$ cat config.mk
export PLATFORM = sky130hd
export DESIGN_NAME = shell_word_char_tokenizer_top_flat
export DESIGN_NICKNAME = d
export VERILOG_FILES = /design/src/hw/rtl/stok_pkg.sv /design/src/hw/rtl/stok_window_if.sv /design/src/hw/rtl/stok_token_if.sv /design/src/hw/rtl/stok_classify.sv /design/src/hw/rtl/shell_word_char_tokenizer_top.sv /design/src/flat_wrapper.sv
export SDC_FILE = /design/constraint.sdc
export NUM_CORES = 1
export LEC_CHECK = 0
export ABC_AREA = 1
export ABC_CLOCK_PERIOD_IN_PS = 3940
export BUFFER_PORTS_ARGS = -buffer_cell sky130_fd_sc_hd__buf_2
export CAP_MARGIN = 10
export CORE_MARGIN = 2
export CORE_UTILIZATION = 50
export DETAILED_ROUTE_END_ITERATION = 7
export PLACE_DENSITY = 0.74
export RECOVER_POWER = 50
export SLEW_MARGIN = 20
export SYNTH_ARGS = -nofsm -noshare
export SYNTH_HDL_FRONTEND = slang
export SYNTH_SLANG_ARGS = --single-unit
$ cat constraint.sdc
create_clock -name clk -period 3.94 [get_ports clk]
set_input_delay 0.788 -clock clk [delete_from_list [all_inputs] [get_ports clk]]
set_output_delay 0.788 -clock clk [all_outputs]
set_load 0.02 [all_outputs]
$ cat src/hw/rtl/stok_pkg.sv
// ----------------------------------------------------------------------------
// stok_pkg
// Shared widths, quoting-mode codes, token-kind codes and character constants
// for the shell word character tokenizer.
// ----------------------------------------------------------------------------
`timescale 1ns / 1ps

package stok_pkg;

  // Field widths
  localparam int MODE_W  = 4;
  localparam int AVAIL_W = 2;
  localparam int CHAR_W  = 8;
  localparam int KIND_W  = 5;
  localparam int COUNT_W = 2;
  localparam int MODES   = 9;

  typedef logic [MODE_W-1:0]  mode_t;
  typedef logic [AVAIL_W-1:0] avail_t;
  typedef logic [CHAR_W-1:0]  char_t;
  typedef logic [KIND_W-1:0]  kind_t;
  typedef logic [COUNT_W-1:0] count_t;
  typedef logic [MODES-1:0]   mode_mask_t;

  // Quoting modes
  localparam mode_t MODE_UNQ = 4'd0;
  localparam mode_t MODE_SGL = 4'd1;
  localparam mode_t MODE_DBL = 4'd2;
  localparam mode_t MODE_BTK = 4'd3;
  localparam mode_t MODE_EXP = 4'd4;
  localparam mode_t MODE_ARI = 4'd5;
  localparam mode_t MODE_AGR = 4'd6;
  localparam mode_t MODE_ESB = 4'd7;
  localparam mode_t MODE_SUB = 4'd8;

  // One-hot mode masks
  localparam mode_mask_t MASK_UNQ = 9'h001;
  localparam mode_mask_t MASK_SGL = 9'h002;
  localparam mode_mask_t MASK_DBL = 9'h004;
  localparam mode_mask_t MASK_BTK = 9'h008;

  // Token kinds
  localparam kind_t KIND_EOF             = 5'd0;
  localparam kind_t KIND_REGULAR         = 5'd1;
  localparam kind_t KIND_ESCAPE          = 5'd2;
  localparam kind_t KIND_SQUOTE          = 5'd3;
  localparam kind_t KIND_BTICK           = 5'd4;
  localparam kind_t KIND_DQUOTE          = 5'd5;
  localparam kind_t KIND_EXP_CLOSE       = 5'd6;
  localparam kind_t KIND_EXP_OPEN        = 5'd7;
  localparam kind_t KIND_ARITH_OPEN      = 5'd8;
  localparam kind_t KIND_ARITH_CLOSE     = 5'd9;
  localparam kind_t KIND_EXP_SUBSH_OPEN  = 5'd10;
  localparam kind_t KIND_EXP_SUBSH_CLOSE = 5'd11;
  localparam kind_t KIND_VARIABLE        = 5'd12;
  localparam kind_t KIND_ARITH_GRP_OPEN  = 5'd13;
  localparam kind_t KIND_ARITH_GRP_CLOSE = 5'd14;
  localparam kind_t KIND_SUBSH_OPEN      = 5'd15;
  localparam kind_t KIND_SUBSH_CLOSE     = 5'd16;

  // Characters that take part in patterns
  localparam char_t CH_SQUOTE = 8'h27;
  localparam char_t CH_DQUOTE = 8'h22;
  localparam char_t CH_BTICK  = 8'h60;
  localparam char_t CH_DOLLAR = 8'h24;
  localparam char_t CH_LBRACE = 8'h7B;
  localparam char_t CH_RBRACE = 8'h7D;
  localparam char_t CH_LPAREN = 8'h28;
  localparam char_t CH_RPAREN = 8'h29;
  localparam char_t CH_BSLASH = 8'h5C;

  // One window of pending characters with its mode
  typedef struct packed {
    mode_t  mode;
    avail_t avail;
    char_t  c0;
    char_t  c1;
    char_t  c2;
  } window_t;

  // One classified token
  typedef struct packed {
    kind_t  kind;
    count_t count;
  } token_t;

endpackage

$ cat src/hw/rtl/stok_window_if.sv
// ----------------------------------------------------------------------------
// stok_window_if
// Valid/ready channel that carries one character window and its mode.
// ----------------------------------------------------------------------------
`timescale 1ns / 1ps

interface stok_window_if;
  logic                   valid;
  logic                   ready;
  stok_pkg::mode_t        current_mode;
  stok_pkg::avail_t       chars_available;
  stok_pkg::char_t        first_char;
  stok_pkg::char_t        second_char;
  stok_pkg::char_t        third_char;

  modport source (
    output valid, current_mode, chars_available, first_char, second_char, third_char,
    input  ready
  );

  modport sink (
    input  valid, current_mode, chars_available, first_char, second_char, third_char,
    output ready
  );
endinterface

$ cat src/hw/rtl/stok_token_if.sv
// ----------------------------------------------------------------------------
// stok_token_if
// Valid/ready channel that carries one classified token.
// ----------------------------------------------------------------------------
`timescale 1ns / 1ps

interface stok_token_if;
  logic                   valid;
  logic                   ready;
  stok_pkg::kind_t        token_kind;
  stok_pkg::count_t       consumed_count;

  modport source (
    output valid, token_kind, consumed_count,
    input  ready
  );

  modport sink (
    input  valid, token_kind, consumed_count,
    output ready
  );
endinterface

$ cat src/hw/rtl/stok_classify.sv
// ----------------------------------------------------------------------------
// stok_classify
// Combinational token classifier: escape rules, then the mode-gated pattern
// list, with partially matched prefix characters kept as consumed.
// ----------------------------------------------------------------------------
`timescale 1ns / 1ps

module stok_classify (
  input  stok_pkg::window_t win,
  output stok_pkg::token_t  tok
);
  import stok_pkg::*;

  mode_mask_t mb;
  logic       has2;
  logic       has3;
  logic       en_sq;
  logic       en_ns;
  logic       esc;
  logic       c1_starts;

  // Decode the mode into a one-hot mask; codes past the last mode enable nothing
  always_comb begin
    if (win.mode <= MODE_SUB) begin
      mb = mode_mask_t'(1) << win.mode;
    end else begin
      mb = '0;
    end
  end

  assign has2  = (win.avail >= 2'd2);
  assign has3  = (win.avail == 2'd3);
  assign en_sq = |(mb & ~MASK_DBL);
  assign en_ns = |(mb & ~MASK_SGL);

  // Does the second character open any pattern enabled in this mode
  always_comb begin
    case (win.c1)
      CH_SQUOTE: c1_starts = en_sq;
      CH_BTICK,
      CH_DQUOTE,
      CH_DOLLAR: c1_starts = en_ns;
      CH_RBRACE: c1_starts = mb[MODE_EXP];
      CH_RPAREN,
      CH_LPAREN: c1_starts = mb[MODE_ARI] | mb[MODE_AGR] | mb[MODE_ESB]
                             | mb[MODE_UNQ] | mb[MODE_SUB];
      default:   c1_starts = 1'b0;
    endcase
  end

  // Backslash escape rules
  always_comb begin
    if (mb == MASK_SGL) begin
      esc = 1'b0;
    end else if (mb == MASK_UNQ || !has2) begin
      esc = 1'b1;
    end else if (win.c1 == CH_BSLASH) begin
      esc = 1'b1;
    end else if (mb == MASK_BTK) begin
      esc = (win.c1 == CH_DOLLAR) || (win.c1 == CH_BTICK);
    end else begin
      esc = c1_starts;
    end
  end

  // Pick the token kind and the number of characters taken
  always_comb begin
    tok.kind  = KIND_REGULAR;
    tok.count = 2'd1;
    if (win.avail == 2'd0) begin
      tok.kind  = KIND_EOF;
      tok.count = 2'd0;
    end else if (win.c0 == CH_BSLASH) begin
      if (esc) begin
        tok.kind  = KIND_ESCAPE;
        tok.count = has2 ? 2'd2 : 2'd1;
      end
    end else begin
      case (win.c0)
        CH_SQUOTE: if (en_sq) tok.kind = KIND_SQUOTE;
        CH_BTICK:  if (en_ns) tok.kind = KIND_BTICK;
        CH_DQUOTE: if (en_ns) tok.kind = KIND_DQUOTE;
        CH_RBRACE: if (mb[MODE_EXP]) tok.kind = KIND_EXP_CLOSE;
        CH_DOLLAR: begin
          if (en_ns) begin
            if (has2 && win.c1 == CH_LBRACE) begin
              tok.kind  = KIND_EXP_OPEN;
              tok.count = 2'd2;
            end else if (has2 && win.c1 == CH_LPAREN) begin
              // "$(" stays consumed even when the third "(" is missing
              if (has3 && win.c2 == CH_LPAREN) begin
                tok.kind  = KIND_ARITH_OPEN;
                tok.count = 2'd3;
              end else begin
                tok.kind  = KIND_EXP_SUBSH_OPEN;
                tok.count = 2'd2;
              end
            end else begin
              tok.kind = KIND_VARIABLE;
            end
          end
        end
        CH_RPAREN: begin
          if (mb[MODE_ARI]) begin
            if (has2 && win.c1 == CH_RPAREN) begin
              tok.kind  = KIND_ARITH_CLOSE;
              tok.count = 2'd2;
            end
          end else if (mb[MODE_ESB]) begin
            tok.kind = KIND_EXP_SUBSH_CLOSE;
          end else if (mb[MODE_AGR]) begin
            tok.kind = KIND_ARITH_GRP_CLOSE;
          end else if (mb[MODE_UNQ] || mb[MODE_SUB]) begin
            tok.kind = KIND_SUBSH_CLOSE;
          end
        end
        CH_LPAREN: begin
          if (mb[MODE_ARI] || mb[MODE_AGR]) begin
            tok.kind = KIND_ARITH_GRP_OPEN;
          end else if (mb[MODE_UNQ] || mb[MODE_SUB] || mb[MODE_ESB]) begin
            tok.kind = KIND_SUBSH_OPEN;
          end
        end
        default: tok.kind = KIND_REGULAR;
      endcase
    end
  end

endmodule

$ cat src/hw/rtl/shell_word_char_tokenizer_top.sv
// ----------------------------------------------------------------------------
// shell_word_char_tokenizer_top
// Shell word tokenizer: classifies one window of up to three characters per
// item into a token kind and a consumed character count.
// ----------------------------------------------------------------------------
`timescale 1ns / 1ps

// Each accepted window item yields exactly one token item; it passes through
// the input register and then the result register, with the classifier
// between them. A new window can be accepted every cycle; the input channel
// stalls only when both registers are full and the token channel is not
// taking the waiting item. The block keeps no state between items.
module shell_word_char_tokenizer_top (
  input  logic          clk,
  input  logic          rst,
  stok_window_if.sink   window,
  stok_token_if.source  token
);
  import stok_pkg::*;

  logic    s1_valid;
  window_t s1_item;
  logic    out_valid;
  token_t  out_item;
  token_t  cls;
  logic    out_load;
  logic    s1_adv;

  // Advance when the result register is empty or being drained
  assign out_load     = !out_valid || token.ready;
  assign s1_adv       = s1_valid && out_load;
  assign window.ready = !s1_valid || out_load;

  // Input register
  always_ff @(posedge clk) begin
    if (rst) begin
      s1_valid <= 1'b0;
    end else if (window.ready) begin
      s1_valid <= window.valid;
    end
    if (window.valid && window.ready) begin
      s1_item.mode  <= window.current_mode;
      s1_item.avail <= window.chars_available;
      s1_item.c0    <= window.first_char;
      s1_item.c1    <= window.second_char;
      s1_item.c2    <= window.third_char;
    end
  end

  stok_classify u_classify (
    .win (s1_item),
    .tok (cls)
  );

  // Result register
  always_ff @(posedge clk) begin
    if (rst) begin
      out_valid <= 1'b0;
    end else if (out_load) begin
      out_valid <= s1_valid;
    end
    if (s1_adv) begin
      out_item <= cls;
    end
  end

  assign token.valid          = out_valid;
  assign token.token_kind     = out_item.kind;
  assign token.consumed_count = out_item.count;

  // Only end of input consumes nothing
  a_eof_count: assert property (@(posedge clk) disable iff (rst)
    token.valid |-> ((token.token_kind == KIND_EOF) == (token.consumed_count == 2'd0)))
    else $error("token kind and consumed count disagree on end of input");

  // An item leaving the input register shows up as a result next cycle
  a_advance: assert property (@(posedge clk) disable iff (rst)
    s1_adv |=> token.valid)
    else $error("item lost between input and result registers");

  // Never consume more characters than the window held
  a_count_bound: assert property (@(posedge clk) disable iff (rst)
    s1_adv |=> (token.consumed_count <= $past(s1_item.avail)))
    else $error("consumed count exceeds available characters");

endmodule

$ cat src/flat_wrapper.sv
// flat-port wrapper written by rule: the top's interface ports become plain ports
module shell_word_char_tokenizer_top_flat import stok_pkg::*;
  (clk, rst, window_valid, window_current_mode, window_chars_available, window_first_char, window_second_char, window_third_char, window_ready, token_valid, token_token_kind, token_consumed_count, token_ready);
  stok_window_if window_i ();
  stok_token_if token_i ();
  input  logic clk;
  input  logic rst;
  input wire logic [$bits(window_i.valid)-1:0] window_valid;
  input wire logic [$bits(window_i.current_mode)-1:0] window_current_mode;
  input wire logic [$bits(window_i.chars_available)-1:0] window_chars_available;
  input wire logic [$bits(window_i.first_char)-1:0] window_first_char;
  input wire logic [$bits(window_i.second_char)-1:0] window_second_char;
  input wire logic [$bits(window_i.third_char)-1:0] window_third_char;
  output wire logic [$bits(window_i.ready)-1:0] window_ready;
  output wire logic [$bits(token_i.valid)-1:0] token_valid;
  output wire logic [$bits(token_i.token_kind)-1:0] token_token_kind;
  output wire logic [$bits(token_i.consumed_count)-1:0] token_consumed_count;
  input wire logic [$bits(token_i.ready)-1:0] token_ready;
  assign window_i.valid = window_valid;
  assign window_i.current_mode = window_current_mode;
  assign window_i.chars_available = window_chars_available;
  assign window_i.first_char = window_first_char;
  assign window_i.second_char = window_second_char;
  assign window_i.third_char = window_third_char;
  assign window_ready = window_i.ready;
  assign token_valid = token_i.valid;
  assign token_token_kind = token_i.token_kind;
  assign token_consumed_count = token_i.consumed_count;
  assign token_i.ready = token_ready;
  shell_word_char_tokenizer_top u_core (.clk(clk), .rst(rst), .window(window_i), .token(token_i));
endmodule
== Word level (Yosys, flattened, before mapping) ==
Index checks and enable logic that the tools add are counted.
Storage, ports and cells
  register bits after elaboration: 39
  input port bits: 34
  output and inout port bits: 9
  word-level logic and storage cells: 87
Cells by class
  $lt $le $gt $ge: 2
  equal/unequal tests: 22
  shift operators: 1
  multiplexer cells: 28
  bitwise gates (word level): 4
  reduce and logical (&&, ||, !) cells: 21
Operator list (number)
  $eq 8x6->1 const B: 11
  $eq 8x7->1 const B: 7
  $pmux 5 s7: 1
  $mux 7: 3
  $mux 5: 4
  $mux 4: 4
  $reduce_or 8->1: 2
  $mux 3: 4
  $eq 9x1->1 const B: 1
  $eq 9x2->1 const B: 1
  $eq 9x4->1 const B: 1
  $mux 9: 1
  $shl 1x4->9 const A: 1
  $mux 2: 4
  $logic_or 1x1->1: 7
  $logic_and 1x1->1: 6
  $mux 6: 1
  $le 4x4->1 const B: 1
  $mux 1: 4
  $or 1x1->1: 4
  $pmux 1 s4: 1
  $pmux 2 s2: 1
  $logic_not 1->1: 3
  $reduce_or 3->1: 1
  4 further kinds: 4

== Logic depth before layout (Yosys ltp) ==
  depth after elaboration: 13
  gate-level depth with buffers: 12
  gate-level depth less buffers: 12

== Hierarchy ==
A second synthesis with hierarchy kept.
Second synthesis, totals
  cell total of the unflattened synthesis: 224
  area total of the unflattened synthesis: 2020.7 µm²
By module, submodules not included
  shell_word_char_tokenizer_top: instances 1, cells each 49, area an instance 1202.4 µm², seq. area each 1151.1 µm²
  stok_classify: instances 1, cells each 175, area an instance 818.3 µm², seq. area each 0.0 µm²

== Worst setup path after synthesis ==
Ideal clock, no wire load.
  path kind: in2reg
  start point: input port token_ready
  end point: register u_core.s1_item[0] (netlist bit) (enable)
  setup time: 385 ps
  arrival: 1755 ps
  required time: 3555 ps
  setup slack: 1800 ps
  stages: 4
  buffers on the path: 0
  path through: inv_1 > nand3_1 > nand2_1 > inv_1
On the way
  longest elaborated chain between the ends: 3
Ends and longest elaborated chain
  from (decl): line flat_wrapper.sv:18  | input wire logic [$bits(token_i.ready)-1:0] token_ready;
  $logic_or 1x1->1: line shell_word_char_tokenizer_top.sv:30  | assign out_load = !out_valid || token.ready;
  $logic_or 1x1->1: line shell_word_char_tokenizer_top.sv:32  | assign window.ready = !s1_valid || out_load;
  named net window_ready: line flat_wrapper.sv:14  | output wire logic [$bits(window_i.ready)-1:0] window_ready;
  $logic_and 1x1->1: line shell_word_char_tokenizer_top.sv:41  | if (window.valid && window.ready) begin
  to (decl): line shell_word_char_tokenizer_top.sv:22  | window_t s1_item;
The timed path passes the listed nets, and every way through them passes these cells.
A chain may end at the register's enable or synchronous reset.

== Worst setup path in the final report ==
  start point: input port token_ready
  end point: register u_core.s1_item[2] (netlist bit) (enable)
On the way
  longest elaborated chain between the ends: 3
Ends and longest elaborated chain (line)
  $logic_or 1x1->1: shell_word_char_tokenizer_top.sv:30
  $logic_or 1x1->1: shell_word_char_tokenizer_top.sv:32
  $logic_and 1x1->1: shell_word_char_tokenizer_top.sv:41
Every way passes these cells.

==> results.ini <==
[status]
run_status = finished, final reports clean

[finish]
diodes = 0
share_of_layout_cells_above_drive_strength_1_pct = 21.01
flow.area_growth_from_synthesis_pct = 17.96
n_fill_cell = 356
finish.net_count = 309
layout_commonest_cell = nand2_1
layoutNonFillerInstCount = 324
final_cell_mix = nand2_1, buf_2, edfxtp_1

[hold_path]
hold-path-endpoint = u_core.token.valid$_SDFFE_PP0P_
min_path_type = register to register
worst_hold_path.num_cells = 2
hold_crit_start = u_core.s1_valid$_SDFFE_PP0N_

[die]
ios = 43
floorplan.initialDensity_pct = 52.84
die_w_um = 66.90
core-area_mm2 = 0.003744
die_area_mm2 = 0.004476
die-height_um = 66.90
standard_cell_row_count = 22

[global_route]
met2_usage_pct = 28.63
globalRouteMet1Util_pct = 21.82
first_global_vias = 1405
grt_max_degree = 31
grt_overflow = 0
grt_use_total_pct = 17.47
grt_antenna_before_repair = 0
grt_pass1_wl_um = 5727
top_usage_layer = met2
grt.met3_usage_pct = 4.223

[clock_tree]
cts_tree = yes
cts.root.buffer_cell = clkbuf_8
hold_buffers = 0
clk-insertion-delay-late_ps = 290
cts_inserted_buffers = 5
cts.repair_timing.setup_buffer_count = 0
post_cts.resized_instances = 0
cts_buffer_depth = 2
cts_sinks = 39
clkSlewWorstSetupHoldPaths_ps = 80
clock_tree.htree_level_count = 2

[job]
drv_cap = 0

[power]
p_leak_nw = 1.069
worst_ir_drop_vdd_mv = 0.2067
power_density_mw_per_mm2 = 355.4

[timing]
max_slew.worst_pin.slew_ps = 977.8
max_clock_freq_ghz = 0.4548
final-setup-viol-count = 0
hold_violation_total_from_the_final_report = 0
slew_headroom_pct = 34.41
layout_min_cycle_time_ps = 2199
unrepaired_setup_endpoints_after_global_routing = no
setup_tns_ps = 0
final-max-slew-violation-count = 0
final.period_utilization_pct = 55.80
skew_ps = 7.390

[worst_setup_path]
cp-end-kind = register
worstSetupPathType = input port to register
worst_r2r_startpoint = u_core.token.valid$_SDFFE_PP0P_
ff2ff_setup_slack_ps = 2010
worst_reg2reg_path_endpoint = u_core.s1_item[2]$_DFFE_PP_
timing.critical_path.required_ps = 3670
critical_path_start_type = input port
crit_fanout = 30
arrival_ps = 1930
ff2ff_path_depth = 3

[placed_design]
dp_hpwl_um = 2647
placed_cell_count = 316
place_congestion = 0.9134
port_buffers = 42

[logic_synthesis]
synthesis.area_per_instance_um2 = 8.753
synth.distinct_cells = 23
synth_fp_nets = 260
yosysWarnings = 0
post_synth_inst_count = 226
seq_area_frac_synth_pct = 58.19
synth.cell_area_mm2 = 0.001978
yosys_register_bits = 39

[detailed_routing]
drc = 0
drt_first_iter_violations = 82
avgViaCountPerCell = 4.969
dr_total_vias = 1610
antenna_violating_nets_post_route = 0
postRouteWirelength_um = 3435
post_drt_wl_per_cell_um = 10.60
number_of_iterations_in_the_first_detailed_routing_pass = 5

==> power by group <==
part           internal, W  leakage (nW)  switching [W]
clock network     0.000123        0.0402       0.000140
registers         0.000479         0.380      0.0000136
logic            0.0000271         0.648      0.0000464
==> routing by layer <==
layer	part of all wire [%]	vias up
met4	2.0	0
li1	-	846
met1	46	704
met2	46	51
met3	6.0	9
met5	0	-
==> logic make-up after synthesis <==
logic type / count (synthesis) / synth area share (%)
and+or+nand+nor: 134 / 30.04
DFF: 39 / 58.19
buffers and inverters: 36 / 6.831
AOI/OAI and AO/OA: 17 / 4.933
==> synth_stat cells (all sizes together) <==
| master | count | share of area (%) |
|---|---|---|
| a21oi | 10 | 2.7 |
| and2 | 1 | 0.32 |
| dfxtp | 2 | 2.0 |
| edfxtp | 37 | 56 |
| inv | 36 | 6.8 |
| nand2 | 59 | 12 |
| nand3 | 19 | 4.8 |
| nand4 | 8 | 2.5 |
| nor2 | 35 | 6.8 |
| nor3 | 8 | 2.3 |
| nor3b | 2 | 0.76 |
| nor4 | 1 | 0.32 |
| o21ai | 3 | 0.76 |
| o21bai | 1 | 0.38 |
| o22ai | 2 | 0.63 |
| o31a | 1 | 0.44 |
| or2 | 1 | 0.32 |
==> sequential cells by signal, indices dropped and copies added (netlist names) <==
name	cells
u_core.token.token_kind	5
u_core.s1_valid	1
u_core.token.valid	1
u_core.token.consumed_count	2
u_core.s1_item	30
==> how the worst max path moves through the flow <==
stage | start | to | depth (start not counted)
after global routing | token_ready | u_core.s1_item[2]$_DFFE_PP_ | 5
after floorplan | token_ready | u_core.s1_item[0]$_DFFE_PP_ | 4
after global placement | token_ready | u_core.s1_item[0]$_DFFE_PP_ | 5
after CTS | token_ready | u_core.s1_item[2]$_DFFE_PP_ | 5
final | token_ready | u_core.s1_item[2]$_DFFE_PP_ | 5
after detailed placement | token_ready | u_core.s1_item[0]$_DFFE_PP_ | 5
==> cell type report <==
cell class                      count  area [um2]  area share, %
Timing Repair Buffer               42       206.4          8.847
Tap cell                           48       60.06          2.574
Multi-Input combinational cell    151       691.9          29.65
Clock inverter                      3       20.02         0.8579
Inverter                           36       135.1          5.791
Sequential cell                    39        1151          49.33
Clock buffer                        5       68.82          2.949
==> critical path, stage by stage <==
cell and delay (ps):
buf_2 90, inv_1 70, nand3_1 110, nand2_1 100, clkinv_1 760
==> stage by stage <==
stage	power [W]	utilization, %	hold slack, ps	area (um2)	setup WS (ps)
global placement	0.0005734	60.06	456.3	2248	1652
floorplan	0.0005454	-	445.1	1978	1800
CTS	0.0008360	62.43	477.7	2337	1906
global route	0.0008659	62.33	513.9	2333	1556
finish	0.0008293	62.33	474.6	2333	1741
detailed placement	0.0005758	60.06	466.6	2248	1603
Power figures use the tool's default switching activity.
